--- src/rtl/ecsw_pkg.sv ---
package ecsw_pkg;

   localparam int TOTAL_W  = 38;
   localparam int BUCKET_W = 32;
   localparam int COUNT_W  = 31;
   localparam int TICK_W   = 8;
   localparam int PADDR_W  = 3;
   localparam int PDATA_W  = 32;

   localparam logic [TICK_W-1:0] TICKS_PER_BUCKET_RESET = 8'd30;

   // Item kinds.
   localparam logic KIND_TICK    = 1'b0;
   localparam logic KIND_RESTART = 1'b1;

   // Register word indexes (byte address divided by four).
   localparam logic [PADDR_W-3:0] REG_TICKS_PER_BUCKET = 1'b0;

   typedef struct packed {
      logic               kind;
      logic signed [31:0] device_count;
   } req_type;

   typedef struct packed {
      logic [TOTAL_W-1:0] window_total;
      logic               bucket_advanced;
   } rsp_type;

   typedef struct packed {
      logic [TICK_W-1:0] ticks_per_bucket;
   } cfg_type;

endpackage

--- src/rtl/event_count_sliding_window_core.sv ---
// Sliding-window event counter. Each transaction on the req_ channel is either a tick carrying
// a cumulative event count or a restart; every one yields exactly one rsp_ transaction with
// the window total (sum of BUCKETS buckets, each saturating at 2^32-1) and a flag that the
// tick moved to a new bucket. The block takes one transaction per clock cycle unless a full
// result register is held by rsp_ready being low; a request is held in the input register
// and its result then in the result register until rsp_ready takes it. The active bucket lives
// in a register, the other buckets in a single-port-write RAM whose next entry is read ahead
// every cycle, which is what lets the ring advance without a stall. Restart clears the window.
module event_count_sliding_window_core #(
   parameter int BUCKETS = 60
) (
   input  logic                          clock,
   input  logic                          reset,
   input  logic                          req_valid,
   output logic                          req_ready,
   input  ecsw_pkg::req_type             req_data,
   output logic                          rsp_valid,
   input  logic                          rsp_ready,
   output ecsw_pkg::rsp_type             rsp_data,
   input  logic                          psel,
   input  logic                          penable,
   input  logic                          pwrite,
   input  logic [ecsw_pkg::PADDR_W-1:0]  paddr,
   input  logic [ecsw_pkg::PDATA_W-1:0]  pwdata,
   output logic [ecsw_pkg::PDATA_W-1:0]  prdata,
   output logic                          pready
);

   logic              in_valid_ff, in_valid_in;
   ecsw_pkg::req_type in_data_ff, in_data_in;
   logic              rsp_valid_ff, rsp_valid_in;
   ecsw_pkg::rsp_type rsp_data_ff, rsp_data_in;

   logic                         fire;
   ecsw_pkg::cfg_type            cfg;
   ecsw_pkg::rsp_type            result;
   logic [ecsw_pkg::TOTAL_W-1:0] total;

   assign fire      = in_valid_ff && (!rsp_valid_ff || rsp_ready);
   assign req_ready = !in_valid_ff || fire;

   always_comb begin
      in_valid_in = in_valid_ff;
      in_data_in  = in_data_ff;
      if (req_valid && req_ready) begin
         in_valid_in = 1'b1;
         in_data_in  = req_data;
      end else if (fire) begin
         in_valid_in = 1'b0;
      end
   end

   always_comb begin
      rsp_valid_in = rsp_valid_ff;
      rsp_data_in  = rsp_data_ff;
      if (fire) begin
         rsp_valid_in = 1'b1;
         rsp_data_in  = result;
      end else if (rsp_ready) begin
         rsp_valid_in = 1'b0;
      end
   end

   always_ff @(posedge clock) begin
      if (reset) begin
         in_valid_ff  <= 1'b0;
         rsp_valid_ff <= 1'b0;
      end else begin
         in_valid_ff  <= in_valid_in;
         rsp_valid_ff <= rsp_valid_in;
      end
   end

   always_ff @(posedge clock) begin
      in_data_ff  <= in_data_in;
      rsp_data_ff <= rsp_data_in;
   end

   ecsw_csr u_csr (
      .clock   (clock),
      .reset   (reset),
      .psel    (psel),
      .penable (penable),
      .pwrite  (pwrite),
      .paddr   (paddr),
      .pwdata  (pwdata),
      .prdata  (prdata),
      .pready  (pready),
      .cfg     (cfg)
   );

   ecsw_window #(
      .BUCKETS (BUCKETS)
   ) u_window (
      .clock  (clock),
      .reset  (reset),
      .fire   (fire),
      .item   (in_data_ff),
      .cfg    (cfg),
      .result (result),
      .total  (total)
   );

   assign rsp_valid = rsp_valid_ff;
   assign rsp_data  = rsp_data_ff;

   // A restart always reports an empty window and leaves the total at zero.
   restart_clears_window: assert property (@(posedge clock) disable iff (reset)
      fire && (in_data_ff.kind == ecsw_pkg::KIND_RESTART)
      |=> (rsp_data.window_total == '0) && !rsp_data.bucket_advanced && (total == '0))
      else $error("restart did not clear the window");

   // A tick without a supported count changes nothing.
   unsupported_tick_holds: assert property (@(posedge clock) disable iff (reset)
      fire && (in_data_ff.kind == ecsw_pkg::KIND_TICK) && in_data_ff.device_count[31]
      |=> (rsp_data.window_total == $past(total)) && !rsp_data.bucket_advanced
          && (total == $past(total)))
      else $error("unsupported tick changed the window");

   // The result register only takes a new transaction when its old one has left.
   result_not_overwritten: assert property (@(posedge clock) disable iff (reset)
      rsp_valid_ff && !rsp_ready |=> rsp_valid_ff && $stable(rsp_data_ff))
      else $error("pending result was overwritten");

endmodule

--- src/rtl/ecsw_ram.sv ---
module ecsw_ram #(
   parameter int WIDTH = 32,
   parameter int DEPTH = 60
) (
   input  logic                     clock,
   input  logic                     write_en,
   input  logic [$clog2(DEPTH)-1:0] write_addr,
   input  logic [WIDTH-1:0]         write_data,
   input  logic [$clog2(DEPTH)-1:0] read_addr,
   output logic [WIDTH-1:0]         read_data
);

   logic [WIDTH-1:0] mem_ff [DEPTH];
   logic [WIDTH-1:0] read_data_ff;

   always_ff @(posedge clock) begin
      if (write_en) begin
         mem_ff[write_addr] <= write_data;
      end
      read_data_ff <= mem_ff[read_addr];
   end

   assign read_data = read_data_ff;

endmodule

--- src/rtl/ecsw_csr.sv ---
module ecsw_csr (
   input  logic                           clock,
   input  logic                           reset,
   input  logic                           psel,
   input  logic                           penable,
   input  logic                           pwrite,
   input  logic [ecsw_pkg::PADDR_W-1:0]   paddr,
   input  logic [ecsw_pkg::PDATA_W-1:0]   pwdata,
   output logic [ecsw_pkg::PDATA_W-1:0]   prdata,
   output logic                           pready,
   output ecsw_pkg::cfg_type              cfg
);

   logic [ecsw_pkg::TICK_W-1:0] ticks_per_bucket_ff;
   logic [ecsw_pkg::TICK_W-1:0] ticks_per_bucket_in;
   logic                        write_strobe;

   assign pready       = 1'b1;
   assign write_strobe = psel && penable && pwrite;

   always_comb begin
      ticks_per_bucket_in = ticks_per_bucket_ff;
      if (write_strobe && (paddr[ecsw_pkg::PADDR_W-1:2] == ecsw_pkg::REG_TICKS_PER_BUCKET)) begin
         ticks_per_bucket_in = pwdata[ecsw_pkg::TICK_W-1:0];
      end
   end

   always_ff @(posedge clock) begin
      if (reset) begin
         ticks_per_bucket_ff <= ecsw_pkg::TICKS_PER_BUCKET_RESET;
      end else begin
         ticks_per_bucket_ff <= ticks_per_bucket_in;
      end
   end

   always_comb begin
      unique case (paddr[ecsw_pkg::PADDR_W-1:2])
         ecsw_pkg::REG_TICKS_PER_BUCKET: begin
            prdata = {{(ecsw_pkg::PDATA_W - ecsw_pkg::TICK_W){1'b0}}, ticks_per_bucket_ff};
         end
         default: begin
            prdata = '0;
         end
      endcase
   end

   assign cfg.ticks_per_bucket = ticks_per_bucket_ff;

endmodule

--- src/rtl/ecsw_window.sv ---
module ecsw_window #(
   parameter int BUCKETS = 60
) (
   input  logic                          clock,
   input  logic                          reset,
   input  logic                          fire,
   input  ecsw_pkg::req_type             item,
   input  ecsw_pkg::cfg_type             cfg,
   output ecsw_pkg::rsp_type             result,
   output logic [ecsw_pkg::TOTAL_W-1:0]  total
);

   localparam int IDX_W = $clog2(BUCKETS);

   function automatic logic [IDX_W-1:0] next_index(input logic [IDX_W-1:0] idx);
      logic [IDX_W:0] sum;
      sum = {1'b0, idx} + (IDX_W + 1)'(1);
      if (sum >= (IDX_W + 1)'(BUCKETS)) begin
         return '0;
      end
      return sum[IDX_W-1:0];
   endfunction

   logic [ecsw_pkg::COUNT_W-1:0]  prev_count_ff, prev_count_in;
   logic [IDX_W-1:0]              active_ff, active_in;
   logic [ecsw_pkg::TICK_W-1:0]   tick_ff, tick_in;
   logic [ecsw_pkg::TOTAL_W-1:0]  total_ff, total_in;
   logic [ecsw_pkg::BUCKET_W-1:0] active_value_ff, active_value_in;
   logic [BUCKETS-1:0]            valid_ff, valid_in;
   logic                          rvalid_ff, rvalid_in;
   logic                          hit_ff, hit_in;
   logic [ecsw_pkg::BUCKET_W-1:0] hit_data_ff, hit_data_in;

   logic                          is_restart;
   logic                          is_tick;
   logic                          negative;
   logic [ecsw_pkg::COUNT_W-1:0]  count;
   logic [ecsw_pkg::COUNT_W-1:0]  delta;
   logic [ecsw_pkg::TICK_W-1:0]   limit;
   logic [ecsw_pkg::TICK_W-1:0]   tick_inc;
   logic                          advance;
   logic [ecsw_pkg::BUCKET_W-1:0] mem_rdata;
   logic [ecsw_pkg::BUCKET_W-1:0] next_old;
   logic [ecsw_pkg::BUCKET_W-1:0] base;
   logic [ecsw_pkg::BUCKET_W-1:0] room;
   logic [ecsw_pkg::BUCKET_W-1:0] add;
   logic [IDX_W-1:0]              raddr;

   assign negative   = item.device_count[31];
   assign count      = item.device_count[ecsw_pkg::COUNT_W-1:0];
   assign is_restart = fire && (item.kind == ecsw_pkg::KIND_RESTART);
   assign is_tick    = fire && (item.kind == ecsw_pkg::KIND_TICK) && !negative;

   assign delta    = (count > prev_count_ff) ? (count - prev_count_ff) : '0;
   assign limit    = (cfg.ticks_per_bucket == '0) ? ecsw_pkg::TICK_W'(1)
                                                  : cfg.ticks_per_bucket;
   assign tick_inc = tick_ff + ecsw_pkg::TICK_W'(1);
   assign advance  = is_tick && ((tick_inc == '0) || (tick_inc >= limit));

   // The bucket after the active one is prefetched every cycle, so its old value
   // is ready when the ring advances. A write to the same entry is forwarded.
   assign next_old = hit_ff ? hit_data_ff : (rvalid_ff ? mem_rdata : '0);

   assign base = advance ? '0 : active_value_ff;
   assign room = ~base;
   assign add  = ({1'b0, delta} < room) ? {1'b0, delta} : room;

   always_comb begin
      prev_count_in   = prev_count_ff;
      active_in       = active_ff;
      tick_in         = tick_ff;
      total_in        = total_ff;
      active_value_in = active_value_ff;
      valid_in        = valid_ff;
      if (is_restart) begin
         prev_count_in   = negative ? '0 : count;
         active_in       = '0;
         tick_in         = '0;
         total_in        = '0;
         active_value_in = '0;
         valid_in        = '0;
      end else if (is_tick) begin
         prev_count_in   = count;
         tick_in         = advance ? '0 : tick_inc;
         active_in       = advance ? next_index(active_ff) : active_ff;
         active_value_in = base + add;
         total_in        = total_ff
                         - (advance ? {6'b0, next_old} : '0)
                         + {6'b0, add};
         if (advance) begin
            valid_in[active_ff] = 1'b1;
         end
      end
   end

   assign raddr       = next_index(active_in);
   assign rvalid_in   = valid_ff[raddr] && !is_restart;
   assign hit_in      = advance && (active_ff == raddr);
   assign hit_data_in = active_value_ff;

   always_ff @(posedge clock) begin
      if (reset) begin
         prev_count_ff   <= '0;
         active_ff       <= '0;
         tick_ff         <= '0;
         total_ff        <= '0;
         active_value_ff <= '0;
         valid_ff        <= '0;
         rvalid_ff       <= 1'b0;
         hit_ff          <= 1'b0;
      end else begin
         prev_count_ff   <= prev_count_in;
         active_ff       <= active_in;
         tick_ff         <= tick_in;
         total_ff        <= total_in;
         active_value_ff <= active_value_in;
         valid_ff        <= valid_in;
         rvalid_ff       <= rvalid_in;
         hit_ff          <= hit_in;
      end
   end

   always_ff @(posedge clock) begin
      hit_data_ff <= hit_data_in;
   end

   ecsw_ram #(
      .WIDTH (ecsw_pkg::BUCKET_W),
      .DEPTH (BUCKETS)
   ) u_bucket_ram (
      .clock      (clock),
      .write_en   (advance),
      .write_addr (active_ff),
      .write_data (active_value_ff),
      .read_addr  (raddr),
      .read_data  (mem_rdata)
   );

   assign result.window_total    = total_in;
   assign result.bucket_advanced = advance;
   assign total                  = total_ff;

endmodule

--- config.mk ---
export PLATFORM = sky130hd
export DESIGN_NAME = event_count_sliding_window_core
export DESIGN_NICKNAME = d
export VERILOG_FILES = /design/src/rtl/ecsw_pkg.sv /design/src/rtl/event_count_sliding_window_core.sv /design/src/rtl/ecsw_ram.sv /design/src/rtl/ecsw_csr.sv /design/src/rtl/ecsw_window.sv
export SDC_FILE = /design/constraint.sdc
export NUM_CORES = 2
export LEC_CHECK = 0
export ABC_AREA = 1
export BUFFER_PORTS_ARGS = -buffer_cell sky130_fd_sc_hd__buf_2
export CORE_ASPECT_RATIO = 1.2
export CORE_UTILIZATION = 58
export DETAILED_ROUTE_END_ITERATION = 8
export PLACE_DENSITY = 0.74
export SYNTH_ARGS = -nofsm -noshare
export SYNTH_HDL_FRONTEND = slang
export SYNTH_SLANG_ARGS = --single-unit
--- constraint.sdc ---
create_clock -name clock -period 19.3 [get_ports clock]
set_input_delay 0 -clock clock [delete_from_list [all_inputs] [get_ports clock]]
set_output_delay 0 -clock clock [all_outputs]
set_load 0.005 [all_outputs]
# --- Yosys cells after proc, flatten, opt, wreduce, memory -nomap -nowiden ---
# Memory sizes are Yosys's and may differ from the RTL's. A register that Yosys moved wholly into a read port is not among the register bits.
# Cells that the tools add are included.
word_totals:
  n_memories: 1
  ramBits: 1920
  input_bits: 75
  word_cells: 98
  register_bits: 291
  out_inout_bits: 74
op_classes:
  add_sub_neg: 7
  eq_ne: 1
  n_bitwise: 4
  n_reduce_logical: 26
  muxes: 35
  n_lt_le_gt_ge: 8
mem_list:
  columns: ["memory", "depth", "word_bits", "read_ports", "rd_clocked_by_memory_dff", "write_ports", "line_no", "rtl"]
  rows:
  - ["u_window.u_bucket_ram.mem_ff", 60, 32, 1, 1, 1, "ecsw_ram.sv:13", "logic [WIDTH-1:0] mem_ff [DEPTH];"]
op_table:
  columns: ["cell", "count"]
  rows:
  - ["$mux 32", 5]
  - ["$mux 31", 4]
  - ["$mux 38", 2]
  - ["$or 60x60->60", 1]
  - ["$mux 6", 7]
  - ["$add 38x32->38", 1]
  - ["$sub 38x38->38", 1]
  - ["$add 32x32->32", 1]
  - ["$lt 31x32->1", 1]
  - ["$not 32->32", 1]
  - ["$gt 31x31->1", 1]
  - ["$sub 31x31->31", 1]
  - ["$mux 8", 3]
  - ["$logic_not 8->1", 2]
  - ["$add 6x1->7 const B", 2]
  - ["$ge 7x6->1 const B", 2]
  - ["$lt 6x7->1 const B", 2]
  - ["$logic_and 1x1->1", 12]
  - ["$mux 1", 12]
  - ["$add 8x1->8 const B", 1]
  - ["$ge 8x8->1", 1]
  - ["$bmux 1 s6", 1]
  - ["$demux 1 s6", 1]
  - ["$eq 6x6->1", 1]
  - ["other kinds (7)", 15]

# --- Logic depth before layout (Yosys ltp) ---
depth:
  depth_word: 18
  ltp_mapped: 54
  mapped_depth_nobuf: 52

# --- Hierarchy ---
# Synthesis repeated with hierarchy kept, for this count alone.
unflattened:
  hier_cells: 9288
  hier_area_um2: 97868.9
by_module_without_submodules:
  columns: ["module", "n_inst", "seq_area_each_um2", "cells_each", "area_per_inst_um2"]
  rows:
  - ["ecsw_ram", 1, 58295.9, 6666, 78708.0]
  - ["ecsw_window", 1, 4184.0, 2445, 16263.1]
  - ["event_count_sliding_window_core", 1, 2202.1, 84, 2253.4]
  - ["ecsw_csr", 1, 160.2, 93, 644.4]

# --- Worst setup path after synthesis ---
# OpenSTA, ideal clock, no wires.
synth_path:
  kind: "register to register"
  from: "reg in_data_ff[0] (netlist name)"
  to: "reg rsp_data_ff (netlist bit rsp_data[36]) (data pin)"
  setup_time_ns: 0.251
  n_path_buf: 2
  stages_incl_launch_ff: 49
  t_arrival_ns: 8.071
  synth_period_minus_slack_ns: 8.322
  setup_slack_ns: 10.978
  cell_sequence: "edfxtp_1 -> inv_1 -> ha_1 -> inv_1 -> fa_1 -> nand3_1 -> nand2_1 -> a21oi_1 -> inv_1 -> a21oi_1 -> o21ai_0 -> a21boi_0 -> o21ai_0 -> a21oi_1 -> o21ai_0 -> a31oi_1 -> inv_1 -> nand2_1 -> [13 not listed] -> fa_1 -> ha_1 -> nand2_1 -> o21ai_0 -> o21bai_1 -> a21oi_1 -> o21ai_0 -> a21oi_1 -> o21bai_1 -> a21oi_1 -> o21ai_0 -> a21boi_0 -> o21ai_0 -> nand2_1 -> nand3_1 -> nand3_1 -> nand2_1 -> inv_1"
synth_rtl:
  columns: ["element", "line_no", "rtl"]
  rows:
  - ["start, declared", "event_count_sliding_window_core.sv:30", "ecsw_pkg::req_type in_data_ff, in_data_in;"]
  - ["start signal, assigned", "event_count_sliding_window_core.sv:75", "in_data_ff <= in_data_in;"]
  - ["end signal, assigned", "event_count_sliding_window_core.sv:76", "rsp_data_ff <= rsp_data_in;"]
  - ["end, declared", "event_count_sliding_window_core.sv:32", "ecsw_pkg::rsp_type rsp_data_ff, rsp_data_in;"]

# --- Worst setup path after layout ---
layout_path:
  from: "reg u_window.tick_ff[0] (netlist name)"
  to: "reg u_window.u_bucket_ram.read_data_ff[27] (netlist: u_window.u_bucket_ram.read_data[27]) (read register of u_window.u_bucket_ram.mem_ff)"
layout_via:
  elab_chain_len: 11
  word_cells_on_any_way: 12
  cone_classes: "add/sub: 2; order compare: 2; mux: 5; reduce/logical: 3"
layout_lines:
  columns: ["element", "line_no", "rtl"]
  rows:
  - ["start, declared", "ecsw_window.sv:26", "logic [ecsw_pkg::TICK_W-1:0] tick_ff, tick_in;"]
  - ["start signal, assigned", "ecsw_window.sv:114", "tick_ff <= tick_in;"]
  - ["$add 8x1->8 *", "ecsw_window.sv:57", "assign tick_inc = tick_ff + ecsw_pkg::TICK_W'(1);"]
  - ["$ge 8x8->1 / $logic_not 8->1 (equally long branches)", "ecsw_window.sv:58", "assign advance = is_tick && ((tick_inc == '0) || (tick_inc >= limit));"]
  - ["$logic_or 1x1->1 *", "ecsw_window.sv:58", null]
  - ["$logic_and 1x1->1 *", "ecsw_window.sv:58", null]
  - ["$mux 6 *", "ecsw_window.sv:85", "active_in = advance ? next_index(active_ff) : active_ff;"]
  - ["$mux 6 *", "ecsw_window.sv:82", "end else if (is_tick) begin"]
  - ["$mux 6 *", "ecsw_window.sv:75", "if (is_restart) begin"]
  - ["$add 6x1->7 *", "ecsw_window.sv:17", "sum = {1'b0, idx} + (IDX_W + 1)'(1);"]
  - ["$ge 7x6->1", "ecsw_window.sv:18", "if (sum >= (IDX_W + 1)'(BUCKETS)) begin"]
  - ["$mux 1", "ecsw_window.sv:18", null]
  - ["$mux 6 *", "ecsw_window.sv:21", "return sum[IDX_W-1:0];"]
  - ["end, declared", "ecsw_ram.sv:14", "logic [WIDTH-1:0] read_data_ff;"]
# Every way passes the cells marked *; elsewhere a longest branch is shown, timed or not.
# A chain may end at the register's enable or synchronous reset.

==> run summary <==
status - complete, no violations
Post-Syn Area - 97900 um2
clock slew at reported path FFs - 0.07 ns
total chip power - 9.95 mW
Reg power frac - 0.531
Int Pwr - 7.72 mW
met2 WL post-DR - 123000 um
Worst path most repeated cell - nand2_1
vias post-DR - 68.2k
DR WL met3 - 26600 um
largest net degree at the start of global routing - 213
initial antenna violation count - 10
sw power - 2.23 mW
Yosys warnings - 0
root buffer cell - clkbuf_16
CP Max Fanout - 116
Final Max Slew Viols - 0
CP endpoint kind - register
max-cap viol count - 0
async set or reset register ratio after synthesis - 0
uppermost routed layer - met4
Setup CP Type - register to register
Avg Synthesized Cell Area - 10.8 um2
slowest stage delay, CP - 0.95 ns
# rows - 164
IO buf count - 97
GRT Residual Overflow - 0
met1 WL - 102000 um
via/cell ratio - 5.92
period utilization - 0.581
slowest CP cell - buf_4
die area - 170000 um2
wire per inst - 23.0 um
FF+latch count, synth - 2243
CTS tree - done
final WL - 265000 um
Synth Flop Type - edfxtp_1
worst min path class - primary input to register
Mapped Cells - 9036
latest clock arrival within the worst-skew pair - 0.87 ns
Die Wd - 377 um
DR pass1 iterations - 9
DRC - 0
clock buffer count from CTS - 208
Bufs on Longest Clock Path - 3
sequential area share after synthesis - 0.662
unrepaired setup endpoints after global routing - false
Setup WS pre-CTS - 8.29 ns
maximum clock rate - 0.0892 GHz
CP required - 20.09 ns
Hold Vio Cnt, Final - 0
P&R area growth vs syn - 10.7%
GRT Resource Usage Total - 0.309
CTS H-Tree Depth - 4
Period minus WS final - 11.21 ns
Worst Max-Slew Pin Slew - 1.13 ns
routability cong. - 0.944
Clock power frac - 0.406
final setup margin - 8.09 ns
Detailed Place HPWL - 144000 um
Initial Util - 0.586
worst hold slack - 0.266 ns
number of synthesized flops with an enable pin - 1992
vias in the first global route - 65.5k
static leakage - 40.9 nW
Pwr Density - 91.8 nW/um2
die extent in y - 452 um
Post-CTS Resized - 0
Core ar. - 167000 um2
endpoints failing setup - 0
global-route wire length before repair - 394000 um
WP data arrival - 12.00 ns
Worst setup SP type - register
final net count - 9348
switching share of power - 0.225
1st-iter DRT viols - 8404
Detail Route Antenna Nets - 0
Clock Skew - 0.0334 ns
Max VDD drop - 105 uV
layout cells sized above 1 - 0.0760
CTS Sinks - 2243
boundary pin count - 149
Slew HR - 0.244
Final TNS setup - 0 ns
library cells used by synthesis - 55
combinational share of power - 0.063
==> through the flow <==
stage | util | cells | instance area (um2)
after floorplan | - | 9060 | 98000
after global placement | 0.603 | 11000 | 101000
after detailed placement | 0.603 | 11000 | 101000
after CTS | 0.649 | 11500 | 108000
after global routing | 0.649 | 11500 | 108000
final | 0.649 | 11500 | 108000
==> flip-flops by register name (all words and copies together) (netlist names), 6 cells and up <==
| name | flops |
|---|---|
| u_window.u_bucket_ram.mem_ff | 1920 |
| u_window.valid_ff | 60 |
| rsp_data | 39 |
| u_window.total | 38 |
| in_data_ff | 33 |
| u_window.active_value_ff | 32 |
| u_window.hit_data_ff | 32 |
| u_window.u_bucket_ram.read_data | 32 |
| u_window.prev_count_ff | 31 |
| u_csr.cfg | 8 |
| u_window.tick_ff | 8 |
| u_window.active_ff | 6 |
==> power by group through the flow <==
stage | sequential (mW) | clock [mW] | combinational, mW
finish | 5.28 | 4.04 | 0.628
global route | 5.28 | 4.25 | 0.689
CTS | 5.28 | 4.07 | 0.617
detailed placement | 5.39 | 0 | 0.597
global placement | 5.39 | 0 | 0.590
floorplan | 5.40 | 0 | 0.397
==> area by class of cell <==
class / instances / area [um2]
inverters: 905 / 3430
flip-flops and latches: 2243 / 64900
clock buffers: 273 / 5610
diodes: 3 / 7.51
multi-input cells: 5390 / 27900
clock inverters: 116 / 1090
fillers: 12300 / 58600
repair buffers: 351 / 2730
well taps: 2241 / 2800
==> Yosys cell counts, types with 4 or more instances <==
master	n	area, um2
clkbuf_1	253	950
o21a_1	95	713
xor2_1	43	377
a22o_1	30	263
inv_1	894	3360
a31oi_1	23	144
nor2_1	577	2170
edfxtp_1	1992	59800
nor4_1	6	37.5
nor3_1	18	90.1
a21o_1	6	45.0
a22oi_1	4	30.0
buf_2	183	916
nand2_1	1954	7330
fa_1	34	681
nand4_1	31	194
o211ai_1	360	2700
buf_1	32	120
nand2_2	4	25.0
o21ai_0	633	3170
a211oi_1	11	82.6
o21ai_1	46	230
dfxtp_1	251	5020
nand3_1	813	4070
a21oi_1	356	1780
nor2_2	6	37.5
ha_1	140	1750
buf_4	51	383
o21bai_1	73	548
xnor2_1	34	298
inv_2	9	33.8
or2_2	34	213
==> path summary, 6_finish.rpt <==
check | cells after the start | end | slack (ns) | start
max reg2reg | 38 | u_window.u_bucket_ram.read_data[27] | 8.09 | u_window.tick_ff[0]
min | 4 | u_csr.cfg[2] | 0.27 | psel
max | 38 | u_window.u_bucket_ram.read_data[27] | 8.09 | u_window.tick_ff[0]
min reg2reg | 1 | u_window.total[37] | 0.46 | u_window.total[37]
==> cell families after synthesis <==
logic type      Yosys count  share of synthesized area
flops                  2243                      0.662
other cells               2                  0.0000767
fa+ha+maj               174                     0.0248
compound gates         1655                      0.101
buf+inv                1427                     0.0592
simple gates           3458                      0.146
xor+xnor                 77                    0.00689
==> metal layers <==
| metal | track usage | vias to the layer above |
|---|---|---|
| met5 | 0 | - |
| met4 | 0.155 | 0 |
| met3 | 0.0533 | 603 |
| met2 | 0.492 | 3516 |
| met1 | 0.411 | 32800 |
| li1 | - | 31300 |
==> worst max-delay path, delay by kind of cell, from the launching register on <==
family                   cells  cell delay [ns]
buffers and inverters        9             5.52
adder cells (fa/ha/maj)      3             0.74
flip-flops                   1             0.42
AO/OA/AOI/OAI                4             0.49
AND/OR/NAND/NOR             22             3.66
==> cell usage in the layout, fill, tap and decap left out, types with 23 or more instances in the layout <==
cell and n:
edfxtp_1 1992, nand2_1 1953, inv_1 891, nand3_1 813
o21ai_0 633, nor2_1 515, o211ai_1 360, a21oi_1 356
dfxtp_1 219, clkbuf_16 210, buf_4 143, ha_1 139
dlygate4sd3_1 105, buf_2 97, o21a_1 95, o21bai_1 73
nor2_4 63, clkbuf_1 50, clkinv_1 48, o21ai_1 45
xor2_1 42, xnor2_1 34, or2_2 34, fa_1 34
dfxtp_2 32, nand4_1 31, clkinv_2 31, a22o_1 30
conb_1 26, a31oi_1 23
==> what timing repair did <==
item | 4_1_cts | 5_1_grt
hold buffers | 105 | 0
hold endpoints to repair | 107 | 0
setup buffers | 0 | 0
No activity file was read; power rests on OpenSTA's default activity.
